[src/rtl/mngp_pkg.sv]
// package for the midi note grid parser
// holds result kinds, error codes, config indices and the front-to-back request type; no dependencies
`timescale 1ns / 1ps
package mngp_pkg;

    localparam logic [1:0] KIND_NOTE  = 2'd0;
    localparam logic [1:0] KIND_ERROR = 2'd1;
    localparam logic [1:0] KIND_DONE  = 2'd2;

    localparam logic [3:0] ERR_NONE      = 4'd0;
    localparam logic [3:0] ERR_HDR_TAG   = 4'd1;
    localparam logic [3:0] ERR_HDR_LEN   = 4'd2;
    localparam logic [3:0] ERR_FORMAT    = 4'd3;
    localparam logic [3:0] ERR_NTRK      = 4'd4;
    localparam logic [3:0] ERR_ZERO_DIV  = 4'd5;
    localparam logic [3:0] ERR_TRK_TAG   = 4'd6;
    localparam logic [3:0] ERR_LONG      = 4'd7;
    localparam logic [3:0] ERR_VELOCITY  = 4'd8;
    localparam logic [3:0] ERR_EOT       = 4'd9;
    localparam logic [3:0] ERR_META      = 4'd10;
    localparam logic [3:0] ERR_STATUS    = 4'd11;
    localparam logic [3:0] ERR_TRUNCATED = 4'd12;

    localparam logic [1:0] CFG_KEY_TOP   = 2'd0;
    localparam logic [1:0] CFG_ROW_COUNT = 2'd1;
    localparam logic [1:0] CFG_STEPS     = 2'd2;

    // request from parser to result unit; tick/division widths fixed at maximum
    typedef struct packed {
        logic [1:0]  kind;
        logic [6:0]  row;
        logic [39:0] ticks;
        logic [15:0] division;
        logic [4:0]  steps;
        logic [7:0]  track;
        logic [3:0]  code;
    } t_req;

endpackage

[src/rtl/midi_note_grid_parser.sv]
// midi note grid parser top level: config registers, parser, queue, result unit
// depends on mngp_pkg, mngp_front, mngp_queue, mngp_back
// the parser decodes bytes in order; a note is divided over TICK_BITS+5 numerator bits in the result unit,
// while other results go straight to its output state after the queue
// throughput: one byte per cycle, stalling while the queue is full behind a divide or a stalled output
// synchronous active-low reset restores register defaults and the header state
`timescale 1ns / 1ps
module midi_note_grid_parser
    import mngp_pkg::*;
#(
    parameter int COLUMN_BITS = 16,
    parameter int TICK_BITS   = 32
) (
    input  logic        i_clk,
    input  logic        i_rst_n,
    input  logic        s_axis_tvalid,
    output logic        s_axis_tready,
    input  logic [7:0]  s_axis_tdata,   // data_byte
    input  logic        s_axis_tlast,   // end_of_file
    output logic        m_axis_tvalid,
    input  logic        m_axis_tready,
    output logic [39:0] m_axis_tdata,   // note_row, note_column, track_number, error_code
    output logic [1:0]  m_axis_tuser,   // result_kind
    input  logic        i_cfg_valid,
    output logic        o_cfg_ready,
    input  logic [1:0]  i_cfg_index,
    input  logic [7:0]  i_cfg_data
);

    logic [6:0] r_key_top;
    logic [7:0] r_row_count;
    logic [4:0] r_steps;
    logic       f_valid, f_ready, q_valid, q_ready;
    t_req       f_req, q_req;
    logic [6:0] row;
    logic [15:0] col;
    logic [7:0] trk;
    logic [3:0] code;

    assign o_cfg_ready = 1'b1;

    always_ff @(posedge i_clk) begin
        if (!i_rst_n) begin
            r_key_top <= 7'd95; r_row_count <= 8'd60; r_steps <= 5'd4;
        end else if (i_cfg_valid) begin
            case (i_cfg_index)
                CFG_KEY_TOP:   r_key_top   <= i_cfg_data[6:0];
                CFG_ROW_COUNT: r_row_count <= i_cfg_data;
                CFG_STEPS:     r_steps     <= i_cfg_data[4:0];
                default: ;
            endcase
        end
    end

    mngp_front #(.TICK_BITS(TICK_BITS)) u_front (
        .i_clk, .i_rst_n,
        .i_valid(s_axis_tvalid), .o_ready(s_axis_tready),
        .i_byte(s_axis_tdata), .i_last(s_axis_tlast),
        .i_key_top(r_key_top), .i_row_count(r_row_count), .i_steps(r_steps),
        .o_req_valid(f_valid), .i_req_ready(f_ready), .o_req(f_req)
    );

    mngp_queue u_queue (
        .i_clk, .i_rst_n,
        .i_valid(f_valid), .o_ready(f_ready), .i_data(f_req),
        .o_valid(q_valid), .i_ready(q_ready), .o_data(q_req)
    );

    mngp_back #(.COLUMN_BITS(COLUMN_BITS), .TICK_BITS(TICK_BITS)) u_back (
        .i_clk, .i_rst_n,
        .i_valid(q_valid), .o_ready(q_ready), .i_req(q_req),
        .o_valid(m_axis_tvalid), .i_ready(m_axis_tready),
        .o_kind(m_axis_tuser), .o_row(row), .o_col(col), .o_track(trk), .o_code(code)
    );

    assign m_axis_tdata = {5'd0, code, trk, col, row};

endmodule

[src/rtl/mngp_front.sv]
// byte parser: header, track and event decoding, emits note/error/done requests
// depends on mngp_pkg
`timescale 1ns / 1ps
module mngp_front
    import mngp_pkg::*;
#(
    parameter int TICK_BITS = 32
) (
    input  logic        i_clk,
    input  logic        i_rst_n,
    input  logic        i_valid,
    output logic        o_ready,
    input  logic [7:0]  i_byte,
    input  logic        i_last,
    input  logic [6:0]  i_key_top,
    input  logic [7:0]  i_row_count,
    input  logic [4:0]  i_steps,
    output logic        o_req_valid,
    input  logic        i_req_ready,
    output t_req        o_req
);

    typedef enum logic [16:0] {
        ST_HDR_TAG  = 17'h00001,
        ST_HDR_LEN  = 17'h00002,
        ST_HDR_FMT  = 17'h00004,
        ST_HDR_NTRK = 17'h00008,
        ST_HDR_DIV  = 17'h00010,
        ST_TRK_TAG  = 17'h00020,
        ST_TRK_LEN  = 17'h00040,
        ST_DELTA    = 17'h00080,
        ST_STATUS   = 17'h00100,
        ST_DATA1    = 17'h00200,
        ST_NOTE_VEL = 17'h00400,
        ST_VEL_CHK  = 17'h00800,
        ST_SKIP1    = 17'h01000,
        ST_META     = 17'h02000,
        ST_EOT_LEN  = 17'h04000,
        ST_LEN      = 17'h08000,
        ST_SKIP     = 17'h10000
    } t_state;

    localparam logic [TICK_BITS-1:0] TMAX = '1;
    localparam int SUM_BITS = ((TICK_BITS > 28) ? TICK_BITS : 28) + 1;

    t_state r_state, n_state;
    logic [2:0]  r_cnt, n_cnt;
    logic [27:0] r_acc, n_acc;
    logic [15:0] r_div, n_div;
    logic [TICK_BITS-1:0] r_tick, n_tick;
    logic [7:0]  r_ntrk, n_ntrk;
    logic [7:0]  r_tdone, n_tdone;
    logic [6:0]  r_note, n_note;
    logic [3:0]  r_evk, n_evk;
    logic        r_stop, n_stop;

    logic        emit;
    t_req        req;
    logic [7:0]  ref_b;
    logic [27:0] acc_sh;
    logic [SUM_BITS-1:0] tsum;
    logic [7:0]  row8;

    assign o_ready     = i_req_ready;
    assign o_req_valid = emit;
    assign o_req       = req;
    assign acc_sh      = {r_acc[20:0], i_byte[6:0]};
    assign tsum        = SUM_BITS'(r_tick) + SUM_BITS'(acc_sh);
    assign row8        = {1'b0, i_key_top} - {1'b0, r_note};

    always_comb begin
        case (r_cnt[1:0])
            2'd0:    ref_b = 8'h4d;
            2'd1:    ref_b = 8'h54;
            2'd2:    ref_b = (r_state == ST_HDR_TAG) ? 8'h68 : 8'h72;
            default: ref_b = (r_state == ST_HDR_TAG) ? 8'h64 : 8'h6b;
        endcase
    end

    always_comb begin
        n_state = r_state; n_cnt = r_cnt; n_acc = r_acc; n_div = r_div;
        n_tick = r_tick; n_ntrk = r_ntrk; n_tdone = r_tdone; n_note = r_note;
        n_evk = r_evk; n_stop = r_stop;
        emit = 1'b0;
        req = '0;
        req.track = r_tdone;
        req.steps = i_steps;
        req.division = r_div;
        req.ticks = 40'(r_tick);
        if (i_valid && o_ready && !r_stop) begin
            case (r_state)
                ST_HDR_TAG, ST_TRK_TAG: begin
                    if (i_byte != ref_b) begin
                        emit = 1'b1; req.kind = KIND_ERROR;
                        req.code = (r_state == ST_HDR_TAG) ? ERR_HDR_TAG : ERR_TRK_TAG;
                    end else if (r_cnt == 3'd3) begin
                        n_cnt = '0;
                        n_state = (r_state == ST_HDR_TAG) ? ST_HDR_LEN : ST_TRK_LEN;
                    end else n_cnt = r_cnt + 3'd1;
                end
                ST_HDR_LEN: begin
                    if (i_byte != ((r_cnt == 3'd3) ? 8'h06 : 8'h00)) begin
                        emit = 1'b1; req.kind = KIND_ERROR; req.code = ERR_HDR_LEN;
                    end else if (r_cnt == 3'd3) begin
                        n_cnt = '0; n_state = ST_HDR_FMT;
                    end else n_cnt = r_cnt + 3'd1;
                end
                ST_HDR_FMT: begin
                    if ((r_cnt == 3'd0 && i_byte != 8'd0) || (r_cnt != 3'd0 && i_byte > 8'd2)) begin
                        emit = 1'b1; req.kind = KIND_ERROR; req.code = ERR_FORMAT;
                    end else if (r_cnt != 3'd0) begin
                        n_cnt = '0; n_state = ST_HDR_NTRK;
                    end else n_cnt = 3'd1;
                end
                ST_HDR_NTRK: begin
                    if (r_cnt == 3'd0) begin
                        if (i_byte != 8'd0) begin
                            emit = 1'b1; req.kind = KIND_ERROR; req.code = ERR_NTRK;
                        end else n_cnt = 3'd1;
                    end else begin
                        n_ntrk = i_byte; n_cnt = '0; n_state = ST_HDR_DIV;
                    end
                end
                ST_HDR_DIV: begin
                    if (r_cnt == 3'd0) begin
                        n_div = {i_byte, 8'd0}; n_cnt = 3'd1;
                    end else begin
                        n_div = {r_div[15:8], i_byte}; n_cnt = '0;
                        if (n_div == 16'd0) begin
                            emit = 1'b1; req.kind = KIND_ERROR; req.code = ERR_ZERO_DIV;
                        end else if (r_ntrk == 8'd0) begin
                            emit = 1'b1; req.kind = KIND_DONE; n_stop = 1'b1;
                        end else n_state = ST_TRK_TAG;
                    end
                end
                ST_TRK_LEN: begin
                    if (r_cnt == 3'd3) begin
                        n_tick = '0; n_evk = '0; n_acc = '0; n_cnt = '0;
                        n_state = ST_DELTA;
                    end else n_cnt = r_cnt + 3'd1;
                end
                ST_DELTA: begin
                    n_acc = acc_sh; n_cnt = r_cnt + 3'd1;
                    if (i_byte[7]) begin
                        if (r_cnt >= 3'd3) begin
                            emit = 1'b1; req.kind = KIND_ERROR; req.code = ERR_LONG;
                        end
                    end else begin
                        n_tick = (tsum > SUM_BITS'(TMAX)) ? TMAX : tsum[TICK_BITS-1:0];
                        n_state = ST_STATUS;
                    end
                end
                ST_STATUS, ST_DATA1: begin
                    if (r_state == ST_DATA1 || i_byte < 8'h80) begin
                        if (r_state == ST_STATUS && r_evk == 4'd0) begin
                            emit = 1'b1; req.kind = KIND_ERROR; req.code = ERR_STATUS;
                        end else begin
                            case (r_evk)
                                4'h9: begin
                                    if (!i_byte[7]) begin
                                        n_note = i_byte[6:0]; n_state = ST_NOTE_VEL;
                                    end else n_state = ST_VEL_CHK;
                                end
                                4'h8: n_state = ST_VEL_CHK;
                                4'hc, 4'hd: begin
                                    n_acc = '0; n_cnt = '0; n_state = ST_DELTA;
                                end
                                default: n_state = ST_SKIP1;
                            endcase
                        end
                    end else if (i_byte < 8'hf0) begin
                        n_evk = i_byte[7:4]; n_state = ST_DATA1;
                    end else if (i_byte == 8'hf0 || i_byte == 8'hf7) begin
                        n_evk = '0; n_acc = '0; n_cnt = '0; n_state = ST_LEN;
                    end else if (i_byte == 8'hff) begin
                        n_evk = '0; n_state = ST_META;
                    end else begin
                        emit = 1'b1; req.kind = KIND_ERROR; req.code = ERR_STATUS;
                    end
                end
                ST_NOTE_VEL: begin
                    if (i_byte[7]) begin
                        emit = 1'b1; req.kind = KIND_ERROR; req.code = ERR_VELOCITY;
                    end else begin
                        n_acc = '0; n_cnt = '0; n_state = ST_DELTA;
                        if (i_byte != 8'd0 && r_note <= i_key_top && row8 < i_row_count) begin
                            emit = 1'b1; req.kind = KIND_NOTE; req.row = row8[6:0];
                        end
                    end
                end
                ST_VEL_CHK: begin
                    if (i_byte[7]) begin
                        emit = 1'b1; req.kind = KIND_ERROR; req.code = ERR_VELOCITY;
                    end else begin
                        n_acc = '0; n_cnt = '0; n_state = ST_DELTA;
                    end
                end
                ST_SKIP1: begin
                    n_acc = '0; n_cnt = '0; n_state = ST_DELTA;
                end
                ST_META: begin
                    if (i_byte == 8'h2f) n_state = ST_EOT_LEN;
                    else if (i_byte <= 8'h09 || i_byte == 8'h20 || i_byte == 8'h21 ||
                             i_byte == 8'h51 || i_byte == 8'h54 || i_byte == 8'h58 ||
                             i_byte == 8'h59 || i_byte == 8'h7f) begin
                        n_acc = '0; n_cnt = '0; n_state = ST_LEN;
                    end else begin
                        emit = 1'b1; req.kind = KIND_ERROR; req.code = ERR_META;
                    end
                end
                ST_EOT_LEN: begin
                    if (i_byte != 8'd0) begin
                        emit = 1'b1; req.kind = KIND_ERROR; req.code = ERR_EOT;
                    end else begin
                        n_tdone = r_tdone + 8'd1;
                        req.track = n_tdone;
                        if (n_tdone == r_ntrk) begin
                            emit = 1'b1; req.kind = KIND_DONE; n_stop = 1'b1;
                        end else begin
                            n_cnt = '0; n_state = ST_TRK_TAG;
                        end
                    end
                end
                ST_LEN: begin
                    n_acc = acc_sh; n_cnt = r_cnt + 3'd1;
                    if (i_byte[7]) begin
                        if (r_cnt >= 3'd3) begin
                            emit = 1'b1; req.kind = KIND_ERROR; req.code = ERR_LONG;
                        end
                    end else if (acc_sh == 28'd0) begin
                        n_cnt = '0; n_state = ST_DELTA;
                    end else n_state = ST_SKIP;
                end
                ST_SKIP: begin
                    n_acc = r_acc - 28'd1;
                    if (r_acc <= 28'd1) begin
                        n_acc = '0; n_cnt = '0; n_state = ST_DELTA;
                    end
                end
                default: n_state = ST_HDR_TAG;
            endcase
            if (emit && req.kind == KIND_ERROR) n_stop = 1'b1;
            if (i_last && !(emit && req.kind != KIND_NOTE)) begin
                emit = 1'b1; req.kind = KIND_ERROR; req.code = ERR_TRUNCATED;
                req.row = '0; n_stop = 1'b1;
            end
        end
    end

    always_ff @(posedge i_clk) begin
        if (!i_rst_n) begin
            r_state <= ST_HDR_TAG; r_cnt <= '0; r_acc <= '0; r_div <= '0;
            r_tick <= '0; r_ntrk <= '0; r_tdone <= '0; r_note <= '0;
            r_evk <= '0; r_stop <= 1'b0;
        end else begin
            r_state <= n_state; r_cnt <= n_cnt; r_acc <= n_acc; r_div <= n_div;
            r_tick <= n_tick; r_ntrk <= n_ntrk; r_tdone <= n_tdone; r_note <= n_note;
            r_evk <= n_evk; r_stop <= n_stop;
        end
    end

endmodule

[src/rtl/mngp_queue.sv]
// two-entry request queue between parser and result unit
// depends on mngp_pkg
`timescale 1ns / 1ps
module mngp_queue
    import mngp_pkg::*;
(
    input  logic i_clk,
    input  logic i_rst_n,
    input  logic i_valid,
    output logic o_ready,
    input  t_req i_data,
    output logic o_valid,
    input  logic i_ready,
    output t_req o_data
);

    t_req       r_mem [2];
    logic       r_wp, r_rp;
    logic [1:0] r_cnt;
    logic       wr, rd;

    assign o_ready = (r_cnt != 2'd2);
    assign o_valid = (r_cnt != 2'd0);
    assign o_data  = r_mem[r_rp];
    assign wr      = i_valid && o_ready;
    assign rd      = o_valid && i_ready;

    always_ff @(posedge i_clk) begin
        if (wr) r_mem[r_wp] <= i_data;
    end

    always_ff @(posedge i_clk) begin
        if (!i_rst_n) begin
            r_wp <= 1'b0; r_rp <= 1'b0; r_cnt <= '0;
        end else begin
            if (wr) r_wp <= ~r_wp;
            if (rd) r_rp <= ~r_rp;
            r_cnt <= r_cnt + {1'b0, wr} - {1'b0, rd};
        end
    end

endmodule

[src/rtl/mngp_back.sv]
// result unit: column = steps*ticks/division by restoring division, saturated
// depends on mngp_pkg
`timescale 1ns / 1ps
module mngp_back
    import mngp_pkg::*;
#(
    parameter int COLUMN_BITS = 16,
    parameter int TICK_BITS   = 32
) (
    input  logic        i_clk,
    input  logic        i_rst_n,
    input  logic        i_valid,
    output logic        o_ready,
    input  t_req        i_req,
    output logic        o_valid,
    input  logic        i_ready,
    output logic [1:0]  o_kind,
    output logic [6:0]  o_row,
    output logic [15:0] o_col,
    output logic [7:0]  o_track,
    output logic [3:0]  o_code
);

    localparam int NB = TICK_BITS + 5;
    localparam int CW = $clog2(NB + 1);
    localparam int QW = (NB > COLUMN_BITS) ? NB : COLUMN_BITS;

    typedef enum logic [2:0] {
        BS_IDLE = 3'b001,
        BS_DIV  = 3'b010,
        BS_OUT  = 3'b100
    } t_bstate;

    t_bstate r_st;
    t_req    r_req;
    logic [NB-1:0] r_num;
    logic [NB-1:0] r_quo;
    logic [16:0]   r_rem;
    logic [CW-1:0] r_cnt;
    logic [16:0]   rem_sh;
    logic [QW-1:0] colv;
    logic [COLUMN_BITS-1:0] colsat;

    assign o_ready = (r_st == BS_IDLE);
    assign o_valid = (r_st == BS_OUT);
    assign rem_sh  = {r_rem[15:0], r_num[NB-1]};
    assign colv    = QW'(r_quo);
    assign colsat  = (colv > QW'({COLUMN_BITS{1'b1}})) ? '1 : colv[COLUMN_BITS-1:0];
    assign o_kind  = r_req.kind;
    assign o_row   = r_req.row;
    assign o_track = r_req.track;
    assign o_code  = r_req.code;
    assign o_col   = (r_req.kind == KIND_NOTE) ? 16'(colsat) : 16'd0;

    always_ff @(posedge i_clk) begin
        if (!i_rst_n) begin
            r_st <= BS_IDLE;
        end else begin
            case (r_st)
                BS_IDLE: begin
                    if (i_valid) begin
                        r_req <= i_req;
                        r_num <= NB'(i_req.ticks[TICK_BITS-1:0]) * NB'(i_req.steps);
                        r_quo <= '0;
                        r_rem <= '0;
                        r_cnt <= CW'(NB);
                        r_st  <= (i_req.kind == KIND_NOTE) ? BS_DIV : BS_OUT;
                    end
                end
                BS_DIV: begin
                    r_num <= {r_num[NB-2:0], 1'b0};
                    if (rem_sh >= {1'b0, r_req.division}) begin
                        r_rem <= rem_sh - {1'b0, r_req.division};
                        r_quo <= {r_quo[NB-2:0], 1'b1};
                    end else begin
                        r_rem <= rem_sh;
                        r_quo <= {r_quo[NB-2:0], 1'b0};
                    end
                    r_cnt <= r_cnt - CW'(1);
                    if (r_cnt == CW'(1)) r_st <= BS_OUT;
                end
                BS_OUT: if (i_ready) r_st <= BS_IDLE;
                default: r_st <= BS_IDLE;
            endcase
        end
    end

endmodule
[config.mk]
export PLATFORM = sky130hd
export DESIGN_NAME = midi_note_grid_parser
export DESIGN_NICKNAME = d
export VERILOG_FILES = /design/src/rtl/mngp_pkg.sv /design/src/rtl/midi_note_grid_parser.sv /design/src/rtl/mngp_front.sv /design/src/rtl/mngp_queue.sv /design/src/rtl/mngp_back.sv
export SDC_FILE = /design/constraint.sdc
export NUM_CORES = 1
export LEC_CHECK = 0
export BUFFER_PORTS_ARGS = -buffer_cell sky130_fd_sc_hd__buf_2
export CAP_MARGIN = 15
export CORE_UTILIZATION = 34
export DETAILED_ROUTE_END_ITERATION = 16
export GPL_ROUTABILITY_DRIVEN = 0
export PLACE_DENSITY = 0.46
export REMOVE_ABC_BUFFERS = 1
export SLEW_MARGIN = 20
export SYNTH_ARGS = -nofsm -noshare
export SYNTH_HDL_FRONTEND = slang
export SYNTH_SLANG_ARGS = --single-unit
[constraint.sdc]
create_clock -name i_clk -period 7.27 [get_ports i_clk]
set_input_delay 1.0905 -clock i_clk [delete_from_list [all_inputs] [get_ports i_clk]]
set_output_delay 1.0905 -clock i_clk [all_outputs]
set_load 0.01 [all_outputs]
==> results of run 1 <==
[how the worst max path moves through the flow]
stage,start,end,slack (ns),depth (start not counted)
finish,register,u_back.r_num[34],1.28,16
global route,register,u_back.r_num[34],0.97,16
CTS,register,u_back.r_num[34],1.31,16
detailed placement,register,u_back.r_num[34],1.32,16
global placement,s_axis_tdata[1],u_queue.r_mem[1][32],1.38,10
floorplan,u_back.r_st[1],u_back.colv[0],-1.40,3
[worst max-delay path, stage by stage (launching register included)]
cell and delay [ns]:
dfxtp_4 0.57, mux2_2 0.62, nand2_1 0.16, fa_1 0.56, inv_1 0.06, fa_1 0.50
fa_1 0.50, ha_1 0.39, a2111oi_0 0.47, o21ai_0 0.21, nand3_1 0.14, o21ai_0 0.09
o211a_1 0.24, o41ai_1 0.66, o21ba_2 0.23, mux2i_1 0.20, o211ai_1 0.11
[routing by layer]
metal  vias up  routed length (um)  part of all wire [%]
met5         -                   0                     0
met4         0                1780                   2.6
met3       107                2510                   3.7
met2       378               30000                    44
met1      9395               33100                    49
li1       9557                   -                     -
[stage by stage]
step / setup TNS (ns) / cell area (um2) / instances / hold WS, ns / worst slack (ns)
6_report: 0 / 29600 / 3766 / 0.456 / 1.28
3_3_place_gp: 0 / 27800 / 3670 / 0.446 / 1.38
5_1_grt: 0 / 29600 / 3766 / 0.477 / 0.967
2_1_floorplan: -144.35 / 25900 / 2544 / 0.425 / -1.40
4_1_cts: 0 / 29600 / 3766 / 0.462 / 1.31
3_5_place_dp: 0 / 27800 / 3670 / 0.447 / 1.32
[state kept, by name, indices dropped and copies added, names as in the netlist, 6 cells and up, named ones only]
name,cells
u_front.r_state,17
u_back.r_num,37
u_back.o_row,7
u_back.r_cnt,6
u_front.r_acc,28
u_front.r_ntrk,8
u_back.o_track,8
u_front.r_tdone,8
r_key_top,7
u_front.r_note,7
r_row_count,8
u_front.r_div,16
u_back.colv,37
u_front.r_tick,32
u_back.r_rem,16
u_back.r_req,16
u_queue.r_mem,148
[layout make-up]
type | count | area share (%)
clock buffers | 58 | 4.55
clock inverters | 38 | 1.53
inverters | 144 | 1.83
multi-input cells | 1967 | 47.1
flip-flops and latches | 433 | 38.9
well taps | 1040 | 4.40
repair buffers | 86 | 1.70
[cell usage in the layout (no fill, tap or decap), types with 11 or more instances in the layout]
cell,netlist,routed
a211oi_1,19,18
a21o_1,40,40
a21oi_1,157,157
a31oi_1,18,18
and2_1,58,56
and3_1,19,19
buf_2,7,62
buf_4,29,23
clkbuf_16,0,52
clkinv_2,0,11
dfxtp_1,152,151
edfxtp_1,281,281
fa_1,93,93
ha_1,116,116
inv_1,143,143
mux2_2,73,73
mux2i_1,66,64
nand2_1,324,324
nand2b_1,24,24
nand3_1,73,73
nand4_1,27,27
nor2_1,250,248
nor2b_1,24,23
nor3_1,66,66
nor3b_1,15,13
nor4_1,32,31
o211ai_1,18,18
o21a_1,32,32
o21ai_0,102,102
or2_2,16,16
or3_1,20,20
xnor2_1,59,59
xor2_1,43,43
[power groups by stage]
stage / Sequential [uW] / Clock [uW] / Combinational, uW
4_1_cts: 3570 / 2800 / 7800
3_5_place_dp: 3610 / 0 / 7750
6_report: 3560 / 2730 / 7720
2_1_floorplan: 3670 / 0 / 5890
3_3_place_gp: 3610 / 0 / 7620
5_1_grt: 3610 / 2890 / 8810
[cells by family after synthesis]
family / after synthesis / share of synthesized area, %
simple gates: 1005 / 18.3
mux: 140 / 5.64
buf+inv: 289 / 4.61
other cells: 2 / 0.0283
flops: 433 / 43.2
compound gates: 504 / 12.3
fa+ha+maj: 210 / 12.5
xor+xnor: 102 / 3.36
==> results.toml, run 1 <==
[status]
status = "complete, no violations"

[place]
hpwl_um = 49000
portBuffers = 62

[clock_network]
numClockSinks = 433
root_buffer = "clkbuf_16"
ctsLongestPathBuffers = 3
clock_latency_ns = 0.62
postCtsSetupBuffers = 0
cts_htree_levels = 2
cts_tree = "built"
clkTransAtPathRegs_ns = 0.06
cts-hold-fix-buffers = 0
cts_buffers = 51
ctsResizeCount = 0

[timing]
layout_min_cycle_time_ns = 5.99
period_share_pct = 82.4
finalSetupViolCount = 0
rsz0062_at_grt = "no"
fmax_mhz = 167
fin_worst_skew_ns = 0.0262
worst_slew_pin_slew_ns = 1.06
slew_headroom_pct = 29.4
finalHoldViolCount = 0
maxSlewViolCount = 0

[setup_path]
worst-path-max-fanout = 31
cp.arrival_ns = 6.33
setup.worst_path.end_class = "register"
crit_type = "reg2reg"
r2r_cells = 16
cp.required_ns = 7.61
crit_path_start_kind = "register"
rrSetupSlack_ns = 1.28
worstReg2RegEnd = "u_back.r_num[34]"

[final_layout]
area_growth_pct = 11.3
diodes = 0
fin_util_pct = 38.2
multi_input_area_mm2 = 0.0139
ff_latch_area_mm2 = 0.0115
final_layout_size_suffix_gt1_share_pct = 11.0
nets = 2916
fill_cells = 7783

[global_routing]
grt_pass1_vias = 19223
grt_use_met3_pct = 2.08
met1_usage_pct = 24.3
grt_pass1_wl_um = 108000
antenna_found_initial = 0
gr-usage-met2_pct = 26.8
grt_busiest_layer = "met2"
grt-ovfl-total = 0
grt_max_degree = 83
grt_use_total_pct = 17.0

[power]
power_frac_comb_pct = 55.1
power_frac_clock_pct = 19.5
vdd_ir_drop_max_mv = 0.353
power_switching_uw = 5730
power.density_mw_per_mm2 = 474
finalPower_uw = 14000
pwr-share-seq_pct = 25.4
power.internal_uw = 8280
swShare_pct = 40.9
leakage_uw = 0.0117

[logic_synthesis]
yosysMostFrequentCell = "nand2_1"
syn_avg_cell_area_um2 = 9.89
synth_flop_cell = "edfxtp_1"
synth_commonest_cells = "324 x nand2_1, 281 x edfxtp_1, 250 x nor2_1, 157 x a21oi_1, 152 x dfxtp_1"
ys_ff_latch = 433
ys_seq_area_share_pct = 43.2
synth_cell_types = 86
yosys_warnings = 0
netlist_area_mm2 = 0.0266
synth_edf_count = 281
syn_inst = 2685
synth_area_leaders = "edfxtp_1 32%, dfxtp_1 11%, fa_1 7.0%, ha_1 5.5%, nand2_1 4.6%"
yosysTopAreaCellShare_pct = 31.8
async_reset_ff_share_pct = 0
yosys.area.top_type = "edfxtp_1"

[detailed_routing]
drt_wl_total_um = 67400
viasPerCell = 5.16
wire_per_inst_um = 17.9
drt-pass1-iter-count = 5
num_vias = 19437
drc_errors = 0
ant_nets = 0
dr.first_iter.drc_count = 1149

[die]
die_w_um = 281
core_mm2 = 0.0773
pin_count = 69
row_count = 102
start_util_pct = 34.3
die_h_um = 281
die_area_mm2 = 0.0792

[worst_hold_path]
min_delay_path_depth = 0
min_to = "u_queue.r_mem[0][24]"
hp-start = "u_front.r_div[7]"
hold_class = "reg2reg"

[run]
timing.max_cap.violations = 0
Note: power is estimated with default switching activity, not from simulation.
==> inputs of run 2 (changes only) <==
- clock period: 7.27 -> 4.9 ns (I/O delays scaled with it)
==> run 2 against run 1 <==
The flow now finishes with violations (setup timing); cell area grew 6.4%; hold slack lost 0.079 ns; via count grew 3.8%; total power grew 82%; first-iteration DRC count grew 6.2%; final cell count grew 4.1%; fmax grew 20%; sequential share of layout area shrank 2.3 points; combinational power grew 110%; clock power grew 46%; global-route usage grew 0.58 points; sequential cell count is the same; critical endpoint unchanged; largest cell class unchanged; largest power group unchanged; highest routed layer unchanged.
==> results.toml, run 2 (synthesis results as in run 1) <==
[global_routing]
grt_pass1_wl_um = 111000
antenna_found_initial = 0
grt_use_total_pct = 17.6
grt-ovfl-total = 0
grt_pass1_vias = 19916
grt_max_degree = 83

[die]
start_util_pct = 34.3
die_h_um = 281
pin_count = 69
die_w_um = 281
core_mm2 = 0.0773
row_count = 102
die_area_mm2 = 0.0792

[detailed_routing]
drt-pass1-iter-count = 5
num_vias = 20179
drt_wl_total_um = 70200
drc_errors = 0
ant_nets = 0
wire_per_inst_um = 17.9
dr.first_iter.drc_count = 1220
viasPerCell = 5.15

[final_layout]
diodes = 0
nets = 3072
design_area_mm2 = 0.0314
area_growth_pct = 18.4
fill_cells = 7686
final_layout_size_suffix_gt1_share_pct = 18.0
final_cell_mix = "314 x nand2_1, 281 x edfxtp_1, 245 x nor2_1"
mostFrequentLayoutCell = "nand2_1"
largest_register_ffs = 148
regMostFlops = "u_queue.r_mem"

[timing]
fmax_mhz = 200
period_share_pct = 102
worst_slew_pin_slew_ns = 1.16
finalHoldViolCount = 0
layout_min_cycle_time_ns = 4.99
slew_headroom_pct = 21.8
finalSetupViolCount = 5
fin_worst_skew_ns = 0.0211
worst_slack_ns = -0.0879
rsz0062_at_grt = "yes"
maxSlewViolCount = 0

[clock_network]
root_buffer = "clkbuf_16"
numClockSinks = 433
ctsLongestPathBuffers = 3
cts_htree_levels = 2
cts_tree = "built"
cts_buffers = 51
clock_latency_ns = 0.60
clkTransAtPathRegs_ns = 0.06

[setup_path]
crit_path_start_kind = "register"
cp.required_ns = 5.22
cp.arrival_ns = 5.31
worst-path-max-fanout = 8
crit_type = "reg2reg"
setup.worst_path.end_class = "register"

[place]
portBuffers = 62
placed_area_mm2 = 0.0288
hpwl_um = 51100
post-place-ws_ns = -0.367

[power]
power_frac_clock_pct = 15.7
power_frac_comb_pct = 63.6
swShare_pct = 38.9
power_switching_uw = 9890
pwr-share-seq_pct = 20.7
vdd_ir_drop_max_mv = 0.600
power.internal_uw = 15500
power.density_mw_per_mm2 = 809
finalPower_uw = 25400
leakage_uw = 0.0126

[status]
status = "finished with violations"
failed_checks = "setup timing"

[worst_hold_path]
hp-start = "i_cfg_data[7]"
hold_class = "in2reg"

[run]
timing.max_cap.violations = 0
-- run 2: stage by stage --
step | TNS (ns) | hold WS, ns | util, % | std cells
after detailed placement | -3.88 | 0.448 | 37.2 | 3795
after floorplan | -609.25 | 0.425 | - | 2544
after global placement | -2.79 | 0.438 | 37.2 | 3795
after CTS | -0.0416 | 0.334 | 40.3 | 3907
after global routing | -2.79 | 0.382 | 40.7 | 3920
final | -0.184 | 0.377 | 40.7 | 3920
-- run 2: area by class of cell --
type	instances	area, um2	area share (%)
inverters	144	541	1.72
multi-input cells	1968	14500	46.0
repair buffers	241	1910	6.09
clock buffers	60	1320	4.20
flip-flops and latches	433	11500	36.5
well taps	1040	1300	4.14
clock inverters	34	434	1.38
-- run 2: power by group through the flow --
| stage | registers, uW | logic, uW | clock network, uW |
|---|---|---|---|
| 6_report | 5260 | 16200 | 3990 |
| 4_1_cts | 5270 | 15400 | 4110 |
| 3_5_place_dp | 5330 | 13700 | 0 |
| 3_3_place_gp | 5310 | 13600 | 0 |
| 2_1_floorplan | 5450 | 8750 | 0 |
| 5_1_grt | 5320 | 18000 | 4230 |
-- run 2: what timing repair did --
action,CTS,global route
resized for setup,76,53
cloned,4,0
buffers inserted,14,13
hold buffers,0,0
pin swaps,60,46
setup endpoints to repair,17,46
-- run 2: worst max-delay path: stages (launching register included) --
cell and delay (ns):
dfxtp_4 0.38, buf_6 0.13, mux2_4 0.24, buf_12 0.15, nand2_4 0.05, fa_1 0.54, inv_2 0.04, fa_1 0.49
fa_1 0.62, ha_4 0.24, buf_4 0.16, and3_4 0.16, and2_1 0.16, nand4_1 0.12, a21oi_2 0.04, o211a_1 0.26
o41ai_2 0.31, buf_4 0.17, o21ba_4 0.13, mux2i_1 0.20, o211ai_1 0.10
-- run 2: routing by layer --
metal / wire (um) / GRT usage [%]
met2: 32000 / 28.2
met1: 33000 / 24.2
met5: 0 / 0
met4: 2230 / 6.06
met3: 2960 / 2.39
-- run 2: path summary, 6_finish.rpt --
| path | endpoint | depth (start not counted) | slack (ns) |
|---|---|---|---|
| setup / recovery | u_back.r_num[34] | 20 | -0.09 |
| hold / removal | r_row_count[7] | 3 | 0.38 |
| setup reg to reg | u_back.r_num[34] | 20 | -0.09 |
| hold reg to reg | r_row_count[6] | 2 | 0.45 |
==> inputs of run 3 (changes only) <==
- CORE_ASPECT_RATIO: default -> 1.4
==> run 3 against run 2 <==
Global-route usage up 0.091 points; the run still ends with setup timing left; hold slack worse by 0.012 ns; sequential share of layout area about the same; clock power down 8.0%; die area about the same; critical path depth unchanged; total power up 1.8%.
==> results.toml, run 3 (synthesis results as in run 1) <==
[detailed_routing]
drt_wl_total_um = 70500
viasPerCell = 5.13
ant_nets = 0
drt-pass1-iter-count = 5
dr.first_iter.drc_count = 1058
drc_errors = 0
wire_per_inst_um = 17.9
num_vias = 20150

[timing]
finalHoldViolCount = 0
slew_headroom_pct = 28.1
layout_min_cycle_time_ns = 4.99
maxSlewViolCount = 0
fin_worst_skew_ns = 0.0258
finalSetupViolCount = 6
fmax_mhz = 200
worst_slew_pin_slew_ns = 1.08
rsz0062_at_grt = "yes"
holdWs_ns = 0.365
worst_slack_ns = -0.0922
period_share_pct = 102

[final_layout]
area_growth_pct = 18.4
largest_register_ffs = 148
mostFrequentLayoutCell = "nand2_1"
regMostFlops = "u_queue.r_mem"
ff_latch_area_mm2 = 0.0115
fill_cells = 7565
final_layout_size_suffix_gt1_share_pct = 19.0
multi_input_area_mm2 = 0.0146
nets = 3083
final_cell_mix = "310 x nand2_1, 281 x edfxtp_1, 246 x nor2_1"
design_area_mm2 = 0.0314

[clock_network]
numClockSinks = 433
cts-hold-fix-buffers = 0
root_buffer = "clkbuf_16"
clock_latency_ns = 0.60
clkTransAtPathRegs_ns = 0.06
cts_buffers = 47
cts_tree = "built"
ctsLongestPathBuffers = 3
cts_htree_levels = 2

[status]
failed_checks = "setup timing"
status = "finished with violations"

[place]
hpwl_um = 51800
portBuffers = 62
placed_area_mm2 = 0.0288

[setup_path]
worstReg2RegEnd = "u_back.r_num[35]"
crit_path_start_kind = "register"
cp.required_ns = 5.22
cp.arrival_ns = 5.31
r2r_cells = 20
crit_type = "reg2reg"
rrSetupSlack_ns = -0.09
worst-path-max-fanout = 7
setup.worst_path.end_class = "register"

[die]
die_area_mm2 = 0.0792
row_count = 120
die_w_um = 238
die_h_um = 333
pin_count = 69
core_mm2 = 0.0769
start_util_pct = 34.5

[worst_hold_path]
min_delay_path_depth = 3
hold_class = "in2reg"
min_to = "r_key_top[6]"
hp-start = "i_cfg_data[6]"

[global_routing]
grt-ovfl-total = 0
grt_pass1_wl_um = 112000
grt_use_total_pct = 17.7
grt_max_degree = 83
antenna_found_initial = 1
grt_pass1_vias = 20670

[power]
leakage_uw = 0.0126
power.density_mw_per_mm2 = 823
vdd_ir_drop_max_mv = 0.629

[run]
timing.max_cap.violations = 0
run 3: how the worst max path moves through the flow:
stage              startpoint                to  cells past startpoint
3_3_place_gp         register  u_back.r_num[35]                     20
6_report             register  u_back.r_num[35]                     20
4_1_cts              register  u_back.r_num[34]                     19
5_1_grt              register  u_back.r_num[35]                     20
2_1_floorplan  u_back.r_st[1]    u_back.colv[0]                      3
3_5_place_dp         register  u_back.r_num[35]                     19
run 3: final cells by class:
class	count	share of cell area, %
sequential	433	36.5
clock inverter	29	1.02
timing repair buffer	256	6.22
antenna	1	0.00796
multi-input combinational	1968	46.3
tap	1037	4.13
inverter	144	1.72
clock buffer	59	4.05
run 3: worst max-delay path: stages (launching register included):
cell	delay (ns)
dfxtp_4	0.39
buf_6	0.14
mux2_4	0.28
buf_12	0.13
nand2_4	0.04
fa_1	0.54
inv_2	0.04
fa_1	0.51
fa_1	0.61
ha_4	0.23
a21o_1	0.17
a21o_1	0.21
o41ai_2	0.24
buf_4	0.19
nor2_4	0.04
o32ai_2	0.28
buf_4	0.17
o31ai_4	0.06
o22ai_2	0.19
xor2_1	0.16
o21ai_1	0.07
run 3: power by group:
| part | total (uW) | internal (uW) | switching, uW |
|---|---|---|---|
| registers | 5260 | 5060 | 205 |
| clock network | 3670 | 2120 | 1550 |
| logic | 17000 | 8690 | 8260 |
run 3: timing repair:
item | in CTS | in global routing
cloned | 3 | 0
pin swaps | 59 | 60
endpoints found under the setup margin | 18 | 105
resized for setup | 98 | 64
buffers inserted | 23 | 22
run 3: through the flow:
step | instances | total power (uW) | worst slack [ns] | utilization (%) | setup TNS, ns
after floorplan | 2544 | 14200 | -3.77 | - | -609.25
after global placement | 3793 | 19000 | -0.402 | 37.4 | -3.58
after detailed placement | 3793 | 19100 | -0.475 | 37.4 | -4.51
after CTS | 3906 | 24800 | -0.0381 | 40.4 | -0.117
after global routing | 3926 | 28000 | -0.235 | 40.9 | -1.84
final | 3927 | 25900 | -0.0922 | 40.9 | -0.237
run 3: metal layers:
metal	share of wire [%]	GRT usage (%)
met1	42	20.4
met2	51	32.5
met3	2.8	1.96
met5	0.018	0
met4	4.1	7.72
